$ cat src/rtl/fpbr_pkg.sv
// Shared types and constants for the floating-point branch resolver.
// Holds the transaction payload structs, the decode result struct and the encodings.
// No dependencies.
package fpbr_pkg;

    // Width of the word displacement after the shift by two, sign included.
    localparam int unsigned DISP_W = 24;

    // The op2 code of the V9 predicted floating-point branch.
    localparam logic [2:0] OP2_FBPFCC = 3'd5;

    // The instruction class that holds the branches (bits 31:30).
    localparam logic [1:0] OP_BRANCH = 2'd0;

    // Floating-point condition code values.
    typedef enum logic [1:0] {
        FCC_E = 2'd0,
        FCC_L = 2'd1,
        FCC_G = 2'd2,
        FCC_U = 2'd3
    } t_fcc;

    // Branch conditions, instruction bits 28:25.
    typedef enum logic [3:0] {
        FB_N   = 4'd0,
        FB_NE  = 4'd1,
        FB_LG  = 4'd2,
        FB_UL  = 4'd3,
        FB_L   = 4'd4,
        FB_UG  = 4'd5,
        FB_G   = 4'd6,
        FB_U   = 4'd7,
        FB_A   = 4'd8,
        FB_E   = 4'd9,
        FB_UE  = 4'd10,
        FB_GE  = 4'd11,
        FB_UGE = 4'd12,
        FB_LE  = 4'd13,
        FB_ULE = 4'd14,
        FB_O   = 4'd15
    } t_fb_cond;

    // Input transaction.
    typedef struct packed {
        logic [31:0] instruction;
        logic [1:0]  fcc0;
        logic [1:0]  fcc1;
        logic [1:0]  fcc2;
        logic [1:0]  fcc3;
        logic [63:0] pc;
        logic [63:0] npc;
    } t_fpbr_in;

    // Output transaction.
    typedef struct packed {
        logic [63:0] new_pc;
        logic [63:0] new_npc;
        logic        taken;
        logic        status;
    } t_fpbr_out;

    // Decoded branch, passed from the decoder into the pipeline.
    typedef struct packed {
        logic                     handled;
        logic                     annul;
        logic                     always_annul;
        logic                     taken;
        logic signed [DISP_W-1:0] disp;
    } t_fpbr_dec;

endpackage

$ cat src/rtl/fpbr_decode.sv
// Decoder of the floating-point branch resolver: class check, fcc selection,
// condition evaluation and displacement extraction. Depends on fpbr_pkg.
module fpbr_decode import fpbr_pkg::*; (
    input  t_fpbr_in  i_in,
    input  logic      i_v9_mode,
    output t_fpbr_dec o_dec
);

    logic        w_pred;
    logic [1:0]  w_fcc;
    logic        w_e;
    logic        w_l;
    logic        w_g;
    logic        w_u;
    logic        w_take;
    t_fb_cond    w_cond;

    assign w_cond = t_fb_cond'(i_in.instruction[28:25]);
    assign w_pred = i_v9_mode && (i_in.instruction[24:22] == OP2_FBPFCC);

    // The predicted form picks one of four condition codes; all others use fcc0.
    always_comb begin
        w_fcc = i_in.fcc0;
        if (w_pred) begin
            unique case (i_in.instruction[21:20])
                2'd0:    w_fcc = i_in.fcc0;
                2'd1:    w_fcc = i_in.fcc1;
                2'd2:    w_fcc = i_in.fcc2;
                default: w_fcc = i_in.fcc3;
            endcase
        end
    end

    assign w_e = (w_fcc == FCC_E);
    assign w_l = (w_fcc == FCC_L);
    assign w_g = (w_fcc == FCC_G);
    assign w_u = (w_fcc == FCC_U);

    // Condition table.
    always_comb begin
        unique case (w_cond)
            FB_N:   w_take = 1'b0;
            FB_NE:  w_take = !w_e;
            FB_LG:  w_take = w_l || w_g;
            FB_UL:  w_take = w_u || w_l;
            FB_L:   w_take = w_l;
            FB_UG:  w_take = w_u || w_g;
            FB_G:   w_take = w_g;
            FB_U:   w_take = w_u;
            FB_A:   w_take = 1'b1;
            FB_E:   w_take = w_e;
            FB_UE:  w_take = w_u || w_e;
            FB_GE:  w_take = w_g || w_e;
            FB_UGE: w_take = !w_l;
            FB_LE:  w_take = w_l || w_e;
            FB_ULE: w_take = !w_g;
            FB_O:   w_take = !w_u;
            default: w_take = 1'b0;
        endcase
    end

    // Assemble the decode result with the byte displacement already sign-extended.
    always_comb begin
        o_dec.handled      = (i_in.instruction[31:30] == OP_BRANCH);
        o_dec.annul        = i_in.instruction[29];
        o_dec.always_annul = i_in.instruction[29] && (w_cond == FB_A);
        o_dec.taken        = w_take;
        if (w_pred) begin
            o_dec.disp = DISP_W'($signed({i_in.instruction[18:0], 2'b00}));
        end else begin
            o_dec.disp = DISP_W'($signed({i_in.instruction[21:0], 2'b00}));
        end
    end

endmodule

$ cat src/rtl/fp_branch_condition_next_pc.sv
// Top level of the floating-point branch resolver: three-stage pipeline.
// Depends on fpbr_pkg and fpbr_decode.
//
// Resolves one SPARC floating-point branch (FBfcc, and FBPfcc when V9 mode is set)
// per transaction into the next pc and npc, a taken flag and a status bit that is
// set for instructions outside the branch class, which pass pc and npc through.
// The block takes one transaction every cycle unless o_in_stall is raised, and each result
// passes through decode and condition evaluation, then the target and
// sequential address adders, then target+4 and the result selection into the
// output register. Computed addresses wrap at ADDR_WIDTH bits and are zero-extended
// to 64. While the output is stalled, the earlier stages keep accepting until all
// three hold a transaction. The V9 mode register resets to 1.
module fp_branch_condition_next_pc import fpbr_pkg::*; #(
    parameter int unsigned ADDR_WIDTH = 64
) (
    input  logic      i_clk,
    input  logic      i_rst_n,
    input  logic      i_cfg_we,
    input  logic      i_cfg_wdata,
    input  logic      i_in_valid,
    output logic      o_in_stall,
    input  t_fpbr_in  i_in_data,
    output logic      o_out_valid,
    input  logic      i_out_stall,
    output t_fpbr_out o_out_data
);

    localparam int unsigned AW = ADDR_WIDTH;

    logic          r_v9_mode;
    t_fpbr_dec     w_dec;

    logic          w_en1;
    logic          w_en2;
    logic          w_en3;

    logic          r_s1_valid;
    t_fpbr_dec     r_s1_dec;
    logic [63:0]   r_s1_pc;
    logic [63:0]   r_s1_npc;

    logic          r_s2_valid;
    logic          r_s2_handled;
    logic          r_s2_always_annul;
    logic          r_s2_annul;
    logic          r_s2_taken;
    logic [63:0]   r_s2_pc;
    logic [63:0]   r_s2_npc;
    logic [AW-1:0] r_s2_target;
    logic [AW-1:0] r_s2_npc4;
    logic [AW-1:0] r_s2_npc8;

    logic          r_out_valid;
    t_fpbr_out     r_out;

    logic [AW-1:0] n_s2_target;
    logic [AW-1:0] n_s2_npc4;
    logic [AW-1:0] n_s2_npc8;
    logic [AW-1:0] w_target4;
    logic [AW-1:0] w_sel_pc;
    logic [AW-1:0] w_sel_npc;
    t_fpbr_out     n_out;

    // Configuration register.
    always_ff @(posedge i_clk) begin
        if (!i_rst_n) begin
            r_v9_mode <= 1'b1;
        end else if (i_cfg_we) begin
            r_v9_mode <= i_cfg_wdata;
        end
    end

    // Stage enables: a stage loads when it is empty or the one after it moves.
    assign w_en3      = !r_out_valid || !i_out_stall;
    assign w_en2      = !r_s2_valid || w_en3;
    assign w_en1      = !r_s1_valid || w_en2;
    assign o_in_stall = !w_en1;

    // Stage 1: decode and condition evaluation.
    fpbr_decode u_decode (
        .i_in      (i_in_data),
        .i_v9_mode (r_v9_mode),
        .o_dec     (w_dec)
    );

    always_ff @(posedge i_clk) begin
        if (!i_rst_n) begin
            r_s1_valid <= 1'b0;
        end else if (w_en1) begin
            r_s1_valid <= i_in_valid;
        end
    end

    always_ff @(posedge i_clk) begin
        if (w_en1 && i_in_valid) begin
            r_s1_dec <= w_dec;
            r_s1_pc  <= i_in_data.pc;
            r_s1_npc <= i_in_data.npc;
        end
    end

    // Stage 2: branch target and sequential addresses, all wrapped to AW bits.
    assign n_s2_target = r_s1_pc[AW-1:0] + AW'($signed(r_s1_dec.disp));
    assign n_s2_npc4   = r_s1_npc[AW-1:0] + AW'(4);
    assign n_s2_npc8   = r_s1_npc[AW-1:0] + AW'(8);

    always_ff @(posedge i_clk) begin
        if (!i_rst_n) begin
            r_s2_valid <= 1'b0;
        end else if (w_en2) begin
            r_s2_valid <= r_s1_valid;
        end
    end

    always_ff @(posedge i_clk) begin
        if (w_en2 && r_s1_valid) begin
            r_s2_handled      <= r_s1_dec.handled;
            r_s2_always_annul <= r_s1_dec.always_annul;
            r_s2_annul        <= r_s1_dec.annul;
            r_s2_taken        <= r_s1_dec.taken;
            r_s2_pc           <= r_s1_pc;
            r_s2_npc          <= r_s1_npc;
            r_s2_target       <= n_s2_target;
            r_s2_npc4         <= n_s2_npc4;
            r_s2_npc8         <= n_s2_npc8;
        end
    end

    // Stage 3: pick the next pc and npc for the four branch outcomes.
    assign w_target4 = r_s2_target + AW'(4);

    always_comb begin
        if (r_s2_taken && r_s2_always_annul) begin
            w_sel_pc  = r_s2_target;
            w_sel_npc = w_target4;
        end else if (r_s2_taken) begin
            w_sel_pc  = r_s2_npc[AW-1:0];
            w_sel_npc = r_s2_target;
        end else if (r_s2_annul) begin
            w_sel_pc  = r_s2_npc4;
            w_sel_npc = r_s2_npc8;
        end else begin
            w_sel_pc  = r_s2_npc[AW-1:0];
            w_sel_npc = r_s2_npc4;
        end
    end

    // Non-branch instructions pass pc and npc through untouched.
    always_comb begin
        n_out = '0;
        if (r_s2_handled) begin
            n_out.new_pc[AW-1:0]  = w_sel_pc;
            n_out.new_npc[AW-1:0] = w_sel_npc;
            n_out.taken           = r_s2_taken;
            n_out.status          = 1'b0;
        end else begin
            n_out.new_pc  = r_s2_pc;
            n_out.new_npc = r_s2_npc;
            n_out.taken   = 1'b0;
            n_out.status  = 1'b1;
        end
    end

    always_ff @(posedge i_clk) begin
        if (!i_rst_n) begin
            r_out_valid <= 1'b0;
        end else if (w_en3) begin
            r_out_valid <= r_s2_valid;
        end
    end

    always_ff @(posedge i_clk) begin
        if (w_en3 && r_s2_valid) begin
            r_out <= n_out;
        end
    end

    assign o_out_valid = r_out_valid;
    assign o_out_data  = r_out;

    // An accepted transaction always lands in the first stage.
    a_accept_lands: assert property (@(posedge i_clk) disable iff (!i_rst_n)
        (i_in_valid && !o_in_stall) |=> r_s1_valid)
        else $error("accepted transaction did not enter stage 1");

    // The input stalls only when every stage holds a transaction.
    a_stall_full: assert property (@(posedge i_clk) disable iff (!i_rst_n)
        o_in_stall |-> (r_s1_valid && r_s2_valid && r_out_valid))
        else $error("input stalled with a free pipeline stage");

    // A transaction in stage 2 moves to the output when the output is free.
    a_stage2_moves: assert property (@(posedge i_clk) disable iff (!i_rst_n)
        (r_s2_valid && !(r_out_valid && i_out_stall)) |=> r_out_valid)
        else $error("stage 2 transaction was lost");

    // A not-handled result never reports a taken branch.
    a_status_taken: assert property (@(posedge i_clk) disable iff (!i_rst_n)
        (r_out_valid && r_out.status) |-> !r_out.taken)
        else $error("not-handled result flagged as taken");

endmodule
$ cat config.mk
export PLATFORM = sky130hd
export DESIGN_NAME = fp_branch_condition_next_pc
export DESIGN_NICKNAME = d
export VERILOG_FILES = /design/src/rtl/fpbr_pkg.sv /design/src/rtl/fpbr_decode.sv /design/src/rtl/fp_branch_condition_next_pc.sv
export SDC_FILE = /design/constraint.sdc
export NUM_CORES = 1
export LEC_CHECK = 0
export ABC_AREA = 1
export ABC_CLOCK_PERIOD_IN_PS = 12900
export BUFFER_PORTS_ARGS = -buffer_cell sky130_fd_sc_hd__buf_2
export CORE_AREA = 3 3 333 335
export DETAILED_ROUTE_END_ITERATION = 10
export DIE_AREA = 0 0 336 338
export REMOVE_ABC_BUFFERS = 1
export SYNTH_ARGS = -nofsm -noshare
export SYNTH_HDL_FRONTEND = slang
export SYNTH_SLANG_ARGS = --single-unit
$ cat constraint.sdc
create_clock -name i_clk -period 12.9 [get_ports i_clk]
set_input_delay 0 -clock i_clk [delete_from_list [all_inputs] [get_ports i_clk]]
set_output_delay 0 -clock i_clk [all_outputs]
set_load 0.02 [all_outputs]
# After elaboration in Yosys (flattened, before gate mapping)
# Cells that the tools add are included.
# totals
register_bits	614
out_inout_bits	132
wordCells	88
# classes
addsub	4
eq_ne	21
mux	11
n_reduce_logical	28
# op_table
op	count
$mux 64	6
$mux 130	1
$add 64x3->64 const B	2
$add 64x4->64 const B	1
$add 64x64->64	1
$eq 4x4->1 const B	8
$mux 24	1
$eq 4x3->1 const B	4
$pmux 1 s16	1
$logic_not 1->1	9
$logic_or 1x1->1	9
$eq 4x2->1 const B	2
$eq 2x2->1 const B	3
$logic_and 1x1->1	6
$logic_not 2->1	3
$pmux 2 s3	1
$eq 2x1->1 const B	2
$eq 4x1->1 const B	1
$logic_not 4->1	1
$eq 3x3->1 const B	1
$mux 2	1

# Logic depth before layout (Yosys ltp)
# Gate-level depths: netlist of the first run.
# logic_depth
word_depth	6
mapped_depth	15
ltp_nobuf	15

# Hierarchy
# Synthesis of the first run repeated with hierarchy kept, for this count alone.
# hier_totals
cells_unflattened	3941
hier_area_um2	33880.0
# modules_own_cells
module	instances	cells_each	area_each_um2	seq_area_each_um2
fp_branch_condition_next_pc	1	3814	33254.4	18247.5
fpbr_decode	1	127	625.6	0.0

# Least setup slack after synthesis of the first run
# Ideal clock, no wire load.
# synth_path
path_type	flip-flop to flip-flop
startpoint	register r_out_valid (netlist: o_out_valid)
endpoint	register r_s1_dec[10] (netlist name), enable pin
setup_time_ns	0.670
t_arrival_ns	7.109
t_required_ns	12.230
setup_slack_ns	5.121
stages_incl_launch_ff	6
path_buffers	0
synth_period_minus_slack_ns	7.779
path_cell_list	dfxtp_1 -> nand2_1 -> nor2_1 -> inv_1 -> nor2_1 -> nor2_1
# synth_via
elab_chain_len	5
# synth_lines
item	line_no	rtl
start, declared	fp_branch_condition_next_pc.sv:53	logic r_out_valid;
start signal, assigned	fp_branch_condition_next_pc.sv:168	r_out_valid <= r_s2_valid;
$logic_not 1->1	fp_branch_condition_next_pc.sv:74	assign w_en3 = !r_out_valid || !i_out_stall;
$logic_or 1x1->1	fp_branch_condition_next_pc.sv:74	
$logic_or 1x1->1	fp_branch_condition_next_pc.sv:75	assign w_en2 = !r_s2_valid || w_en3;
$logic_or 1x1->1	fp_branch_condition_next_pc.sv:76	assign w_en1 = !r_s1_valid || w_en2;
$logic_and 1x1->1	fp_branch_condition_next_pc.sv:95	if (w_en1 && i_in_valid) begin
end signal, assigned	fp_branch_condition_next_pc.sv:96	r_s1_dec <= w_dec;
end, declared	fp_branch_condition_next_pc.sv:38	t_fpbr_dec r_s1_dec;
# No other way between the ends.
# A chain may end at the register's enable or synchronous reset.

# Worst setup path in the final report of the first run
# layout_path
startpoint	register r_s2_valid
endpoint	register r_s2_npc[55], enable pin
# layout_via
elab_chain_len	3
# layout_lines
item	line_no	rtl
start, declared	fp_branch_condition_next_pc.sv:42	logic r_s2_valid;
start signal, assigned	fp_branch_condition_next_pc.sv:111	r_s2_valid <= r_s1_valid;
$logic_not 1->1	fp_branch_condition_next_pc.sv:75	
$logic_or 1x1->1	fp_branch_condition_next_pc.sv:75	
$logic_and 1x1->1	fp_branch_condition_next_pc.sv:116	if (w_en2 && r_s1_valid) begin
end signal, assigned	fp_branch_condition_next_pc.sv:122	r_s2_npc <= r_s1_npc;
end, declared	fp_branch_condition_next_pc.sv:48	logic [63:0] r_s2_npc;
# No other way between the ends.

==> impl.org, run 1 <==
** Synthesis
- For this run, the leading register cell type out of synthesis is sky130_fd_sc_hd__edfxtp_1.
- Counting flops with an async set or reset pin after synthesis yields a share of 0%.
- The share of the Yosys chip area taken by registers is 56.1%.
- Yosys Warn Count :: 0
- Summing every instance area after synthesis gives between 30000 and 40000 µm².
- FF+latch count, synth :: between 600 and 700
- Number of enable-type register cells in the synthesized netlist :: between 600 and 700
- Synthesized netlist cell count :: 3513
- Averaged over all synthesized cells, the footprint is slightly above 9 µm².
- Count of unique library cells instantiated by Yosys :: 56

** Floorplan
- In this run the standard cell core region covers between 100000 and 150000 µm².
- Die Y :: 338 µm
- The initial utilization of the core area, before any placement, comes to between 20% and 30%.
- The floorplan step defined a die boundary enclosing 114000 µm².
- In this run the horizontal extent of the chip is about 340 µm.
- For this design the top-level I/O count stands at slightly above 300.
- Floorplan row count :: 121

** STA
- Measured against its own limit, the worst slew margin works out to 31.2%.
- Unrepaired setup endpoints after global routing :: false
- Worst clock skew :: roughly 31 ps
- In the final timing run, aggregate negative setup slack is 0 ps.
- Worst Max-Slew Pin Slew :: about 1000 ps
- Part of the cycle the worst path needs :: between 20% and 30%
- Count of pins over their slew limit :: 0
- Static timing analysis puts the maximum clock frequency at 282 MHz.
- Endpoints failing setup :: 0
- After layout, the worst setup slack is 9360 ps.
- The worst path in the final design needs a cycle of between 3000 and 4000 ps, including I/O delays and setup.
- Final Hold Vio Count :: 0

** GRT
- Global Route met1 Usage :: between 20% and 30%
- Met3 track demand over resource in global routing :: around 4.3%
- For this run, global-route usage on met2 was measured as about 37%.
- Residual overflow from global routing :: 0
- Antenna violations before repair :: 6
- Global router's overall resource usage :: between 20 and 25%
- Busiest grt layer :: met2
- Global-route wire length before repair :: 184000 µm
- The number of global-route vias before repair is approximately 27k.
- Entering global routing, the biggest net connects approximately 130 pins.

** Placed design
- HPWL reported at the end of detailed placement :: 101000 µm
- The congestion estimate from routability-driven global placement came to 1.00.
- Timing analysis after detailed placement gives a worst setup slack of around 9400 ps.
- Number of port buffers :: 305

** Run status
- Status :: finished, final reports clean

** Clock network
- Clock tree synthesis found a total of between 600 and 700 sinks.
- Clock tree synthesis inserted a total of 74 buffers.
- TritonCTS built the clock tree.
- After clock tree synthesis, the repair step resized 0 gates.
- CTS HTree Levels :: 3
- The longest clock path from root to sink contains 3 buffers.
- Once the clock tree was built, the setup fixing pass inserted 0 buffers.
- The later pin in the worst-skew pair is clocked with a latency of between 600 and 700 ps.
- After clock tree synthesis, the flow added hold-fix buffers numbering between 150 and 200.
- Clock-pin slew was measured on the worst setup and hold paths at around 70 ps.
- In this run the clock root is driven by a sky130_fd_sc_hd__clkbuf_16.

** Worst setup path
- The number of buffers and inverters on the critical path is 5.
- The cell family contributing the most delay on the critical path is buffers and inverters.
- Peak per-stage delay on the critical path :: between 800 and 900 ps
- Of all nets on the critical path, the largest fanout is 123.
- Data arrival time of the critical path :: 3790 ps
- The critical path is of the reg -> reg type.
- Walking the worst path, the cells encountered are inv_1, nor2_1, inv_1, nand2_1, inv_8, buf_4, buf_4.
- Category of the worst setup path capture point :: register
- CP Data Required Time :: between 10000 and 15000 ps
- Slowest cell on the critical path :: sky130_fd_sc_hd__buf_4
- The worst setup path is launched from a register.

** Final layout
- Leading cell type in the layout, fill and taps excluded :: sky130_fd_sc_hd__nand2_1
- Number of nets at the end of the flow :: approximately 4.2k
- Ratio of cells with drive above 1 in the final layout :: between 10% and 20%
- In the layout the commonest cells are sky130_fd_sc_hd__nand2_1, sky130_fd_sc_hd__edfxtp_1, sky130_fd_sc_hd__nor2_1.
- Footprint of the multi-input gates :: approximately 13000 µm²
- Storage element area :: approximately 18000 µm²
- Number of filler cells placed in the layout :: 11.1k
- Area added between synthesis and finish :: 22.2%

** Drt
- Number of nets still failing antenna checks after routing :: 0
- DRC violation count after routing :: 0
- First-pass detailed-route iteration total :: 8
- Wire length after detailed routing :: 130000 µm
- Mean number of vias per cell :: 5.09
- Dividing the detail-routed wire length by the instance count gives around 24 µm.
- Summing over every cut layer, the via total after detailed routing is approximately 28k.
- In this run, the number of DRC markers left after iteration 0 of detailed routing was roughly 2.6k.

** Power and ir drop
- Across the VDD grid, the largest voltage drop is approximately 0.085 mV.
- Power Dens Cells :: ~130 nW/µm²
- For this design the static power due to leakage is roughly 16 nW.

** Worst hold path
- The tightest min-delay check is of the in -> reg type.

** Run
- Max cap viols :: 0
[logic make-up (layout without fill, tap and decap cells)]
kind of cell	after synthesis	in the layout	synth area share (%)
muxes	2	2	0.0619
AOI/OAI and AO/OA	460	460	8.50
adders and majority gates	65	65	2.54
buffers and inverters	451	979	5.30
other	0	4	0
DFF	605	605	56.1
and+or+nand+nor	1764	1764	23.0
xor gates and xnor gates	166	166	4.54
[layout make-up]
class | count | share of cell area [%]
Multi-Input combinational cell | 2457 | 31.7
Timing Repair Buffer | 498 | 8.64
Antenna cell | 4 | 0.0253
Inverter | 351 | 3.37
Tap cell | 1414 | 4.48
Clock inverter | 36 | 0.912
Clock buffer | 94 | 4.99
Sequential cell | 605 | 45.9
[metal layers]
metal	share of wire (%)	vias to the layer above
met1	40	13300
met4	4.5	4
li1	-	13000
met5	0.020	-
met2	47	1274
met3	8.3	219
[Yosys cell counts, types with 10 or more instances]
library cell	instances	area share (%)
sky130_fd_sc_hd__nor2_1	427	5.0
sky130_fd_sc_hd__nand4_1	66	1.3
sky130_fd_sc_hd__a211oi_1	10	0.23
sky130_fd_sc_hd__o21ai_0	115	1.8
sky130_fd_sc_hd__a21oi_1	199	3.1
sky130_fd_sc_hd__nand3_1	212	3.3
sky130_fd_sc_hd__inv_2	13	0.15
sky130_fd_sc_hd__nand2_2	13	0.25
sky130_fd_sc_hd__nor3_1	48	0.74
sky130_fd_sc_hd__edfxtp_1	601	56
sky130_fd_sc_hd__xnor2_1	26	0.70
sky130_fd_sc_hd__ha_1	64	2.5
sky130_fd_sc_hd__nor2_4	12	0.42
sky130_fd_sc_hd__inv_1	336	3.9
sky130_fd_sc_hd__xor2_1	138	3.7
sky130_fd_sc_hd__a221oi_1	50	1.4
sky130_fd_sc_hd__o211ai_1	35	0.81
sky130_fd_sc_hd__o211a_1	10	0.31
sky130_fd_sc_hd__buf_1	17	0.20
sky130_fd_sc_hd__clkbuf_1	67	0.78
sky130_fd_sc_hd__nand2_1	941	11
[final timing paths]
path	start	slack [ps]	depth (start not counted)	to
worst min-delay path	i_in_data[157]	70	3	r_s1_dec[23]
worst min register to register	r_s1_pc[1]	420	0	r_s2_pc[1]
worst max-delay path	r_s2_valid	9360	7	r_s2_npc[55]
worst max register to register	r_s2_valid	9360	7	r_s2_npc[55]
[power breakdown]
part	total, mW	leakage [nW]	internal [mW]	switching, mW
Clock	2.04	1.12	1.20	0.836
Combinational	0.658	8.80	0.219	0.439
Sequential	2.42	5.71	2.30	0.119
Total	5.11	15.6	3.72	1.39
[per-stage QoR]
step	std cells	power (mW)	util (%)	hold slack, ps	area (µm²)
6_report	5459	5.11	36.4	70.6	39500
5_1_grt	5457	5.31	36.4	54.7	39500
4_1_cts	5455	5.15	36.4	35.2	39500
3_5_place_dp	5156	3.06	32.7	178	35500
3_3_place_gp	5156	3.06	32.7	178	35500
2_1_floorplan	3413	2.79	-	98.9	31900
[worst register-to-register path, stage by stage, from the launching register on]
cell and delay (ps):
sky130_fd_sc_hd__dfxtp_1 310, sky130_fd_sc_hd__inv_1 120, sky130_fd_sc_hd__nor2_1 70, sky130_fd_sc_hd__inv_1 100, sky130_fd_sc_hd__nand2_1 140, sky130_fd_sc_hd__inv_8 580
sky130_fd_sc_hd__buf_4 960, sky130_fd_sc_hd__buf_4 850
[flip-flops by register name (all words and copies together), names as in the netlist]
register	cells
r_s1_npc	64
r_s1_valid	1
r_s1_pc	64
r_s2_always_annul	1
r_v9_mode	1
r_s2_npc8	61
r_s2_npc4	62
r_s2_taken	1
o_out_data	130
r_s2_npc	64
o_out_valid	1
r_s2_valid	1
r_s2_handled	1
r_s2_pc	64
r_s2_target	62
r_s2_annul	1
r_s1_dec	26
(Power assumes the default switching activity.)
==> inputs of run 2 (changes only) <==
- ABC_CLOCK_PERIOD_IN_PS: 12900 -> 3200
- clock period: 12.9 -> 3.2 ns (I/O delays scaled with it)
==> run 2 against run 1 <==
Against the previous run: clock-buffer cell count fell by 7; routed wire length grew 5.0%; worst hold slack worse by 24 ps; fmax is 12% higher; cell count grew 1.6%; cell area increased by 2.6%; critical path depth rose by 2; non-clock buffer count grew 81; global-route usage is 1.2 points higher.
==> impl.org, run 2 (synthesis gave the netlist of run 1 again) <==
** Final layout
- Relative to the synthesized area, the layout overhead comes to 25.4%.
- Commonest cells after routing, fill and taps aside :: sky130_fd_sc_hd__nand2_1, sky130_fd_sc_hd__edfxtp_1, sky130_fd_sc_hd__nor2_1
- Number of nets at the end of the flow :: 4309
- The finished layout holds 5546 standard cells, fillers aside.
- Number of filler cells placed in the layout :: roughly 11k
- Final core occ :: between 30% and 40%
- The register with the most flip-flops in the layout has 130 of them.
- Registers take between 15000 and 20000 µm².
- Ratio of cells with drive above 1 in the final layout :: 14.5%
- After routing the design area is about 41000 µm².
- The library cell used most frequently in the layout, excluding fill and tap cells, is sky130_fd_sc_hd__nand2_1.
- Footprint of the multi-input gates :: ~13000 µm²

** Worst hold path
- Hold crit path type :: in -> reg

** Drt
- Using the TritonRoute via totals, the vias-per-cell ratio works out to ~5.
- The first detailed-routing pass ran for 6 iterations.
- Top layer used by detailed routing :: met4
- Number of nets still failing antenna checks after routing :: 0
- Routed metal-1 wire length :: around 57000 µm
- Post-detailed-route wirelength per cell :: 24.6 µm
- DRC violation count after routing :: 0
- Met2 wire length :: 63500 µm
- Across all layers, the routed design uses 28.3k vias.
- Met3 wire length :: 9300 µm
- Starting DRT DRC Count :: 2840
- Wires add up to between 100000 and 150000 µm.

** Worst setup path
- Slowest cell on the critical path :: sky130_fd_sc_hd__edfxtp_1
- Worst setup SP type :: register
- Critical path peak fanout :: 7
- Peak per-stage delay on the critical path :: around 530 ps
- CP Data Required Time :: between 3000 and 4000 ps
- Category of the worst setup path capture point :: register
- Walking the worst path, the cells encountered are buf_4, ha_1, nand2_1, nor2_1, nand2_1, nor2_1, nand2_1, nand2_1, xor2_1.
- Cell repeated most along the worst path :: sky130_fd_sc_hd__nand2_1
- For the worst setup path, the data arrival time is around 3600 ps.
- Type of the worst setup path :: reg -> reg
- Crit path buffers/inverters :: 1
- Category of cells accounting for the largest share of critical-path delay :: simple AND/OR/NAND/NOR gates

** Power and ir drop
- Summed over all cells, the static leakage comes to between 15 and 20 nW.
- For this design the ratio of total power to cell area is between 500 and 600 nW/µm².
- The worst-case IR drop observed on VDD is 0.304 mV.
- Power comes to 21.5 mW.

** GRT
- Global router's overall resource usage :: a little under a quarter
- Number of global-route vias before repair :: roughly 28k
- Global routing finished with a remaining overflow of 0.
- The initial antenna violation count is 6.
- Entering global routing, the biggest net connects ~120 pins.
- The first global-routing pass estimated between 150000 and 200000 µm of wire.

** Clock network
- CTS placed an instance of sky130_fd_sc_hd__clkbuf_16 at the clock tree root.
- At the later pin of the worst-skew pair, clock insertion delay measures 670 ps.
- Sink count of the clock tree :: roughly 610
- TritonCTS created 76 clock buffers.
- TritonCTS clock tree :: yes
- CTS HTree Levels :: 3
- No sink is reached through more buffers than the 3 on the longest clock path.
- Clock-pin slew on the worst setup and hold paths :: roughly 60 ps

** STA
- The final count of pins violating max slew was 0.
- Max-slew headroom :: between 30% and 40%
- Worst clock skew :: about 33 ps
- Unrepaired setup endpoints after global routing :: false
- Worst Max-Slew Pin Slew :: around 920 ps
- Post-route setup TNS :: 0 ps
- On the final layout, the worst hold slack is about 47 ps.
- Endpoints failing setup :: 0
- The final hold violation count came to 0.
- Subtracting the final worst setup slack from the clock period gives roughly 3200 ps.
- Setup ws final :: between 40 and 50 ps
- Maximum clock frequency :: 317 MHz
- The worst path uses 98.6% of the clock period.

** Placed design
- Once placement finished, the instance area stood at 36300 µm².
- Number of port buffers :: about 310
- The HPWL after detailed placement is ~110000 µm.
- Dpl cells :: roughly 5.2k
- Final RePlAce weighted congestion :: 0.990
- Before CTS, the worst setup slack after placement is -199 ps.

** Floorplan
- In this run the vertical extent of the chip is about 340 µm.
- Effective utilization at floorplan :: between 20% and 30%
- Full die area :: 114000 µm²
- The die is approximately 340 µm wide.
- Core region area :: about 110000 µm²
- Floorplan row count :: between 100 and 150
- 306 I/O pins were placed.

** Run status
- Status :: finished, final reports clean

** Run
- Max-cap violations in this run came to 0.
[run 2: area by class of cell]
type / instances / area share (%)
Sequential cell: 605 / 44.7
Multi-Input combinational cell: 2457 / 30.9
Timing Repair Buffer: 579 / 10.4
Clock buffer: 87 / 4.85
Tap cell: 1414 / 4.36
Inverter: 351 / 3.28
Clock inverter: 49 / 1.45
Antenna cell: 4 / 0.0247
[run 2: final timing paths]
check                                   from               to  slack (ps)  depth (start not counted)
worst min register to register   r_s1_npc[1]      r_s2_npc[1]         420                          0
worst max register to register  r_s1_dec[23]  r_s2_target[29]          50                          9
worst max-delay path            r_s1_dec[23]  r_s2_target[29]          50                          9
worst min-delay path            i_in_data[9]      r_s1_npc[9]          50                          2
[run 2: power by group]
group	leakage (nW)	internal, mW	total [mW]	switching [mW]
sequential	5.71	9.25	9.74	0.487
clock	1.23	5.33	8.96	3.63
combinational	9.27	0.972	2.84	1.87
[run 2: metal layers]
metal	global-route usage, %	up-vias
met1	31.0	13700
met2	38.7	1177
met4	10.5	0
met3	3.46	274
met5	0	-
li1	-	13100
[run 2: worst register-to-register path: cells and delay by family (launching register included)]
kind                       cells  cell delay, ps
adders and majority gates      1             370
DFF                            1             530
and+or+nand+nor                6            1380
xor gates and xnor gates       1             410
buffers and inverters          1             230
[run 2: timing repair]
item                                    4_1_cts  5_1_grt
resized for setup                             2        0
buffers inserted                              0        3
gates cloned                                  0        0
hold endpoints to repair                    194        0
endpoints found under the setup margin        2        6
hold buffers                                169        0
pin swaps                                     0        0
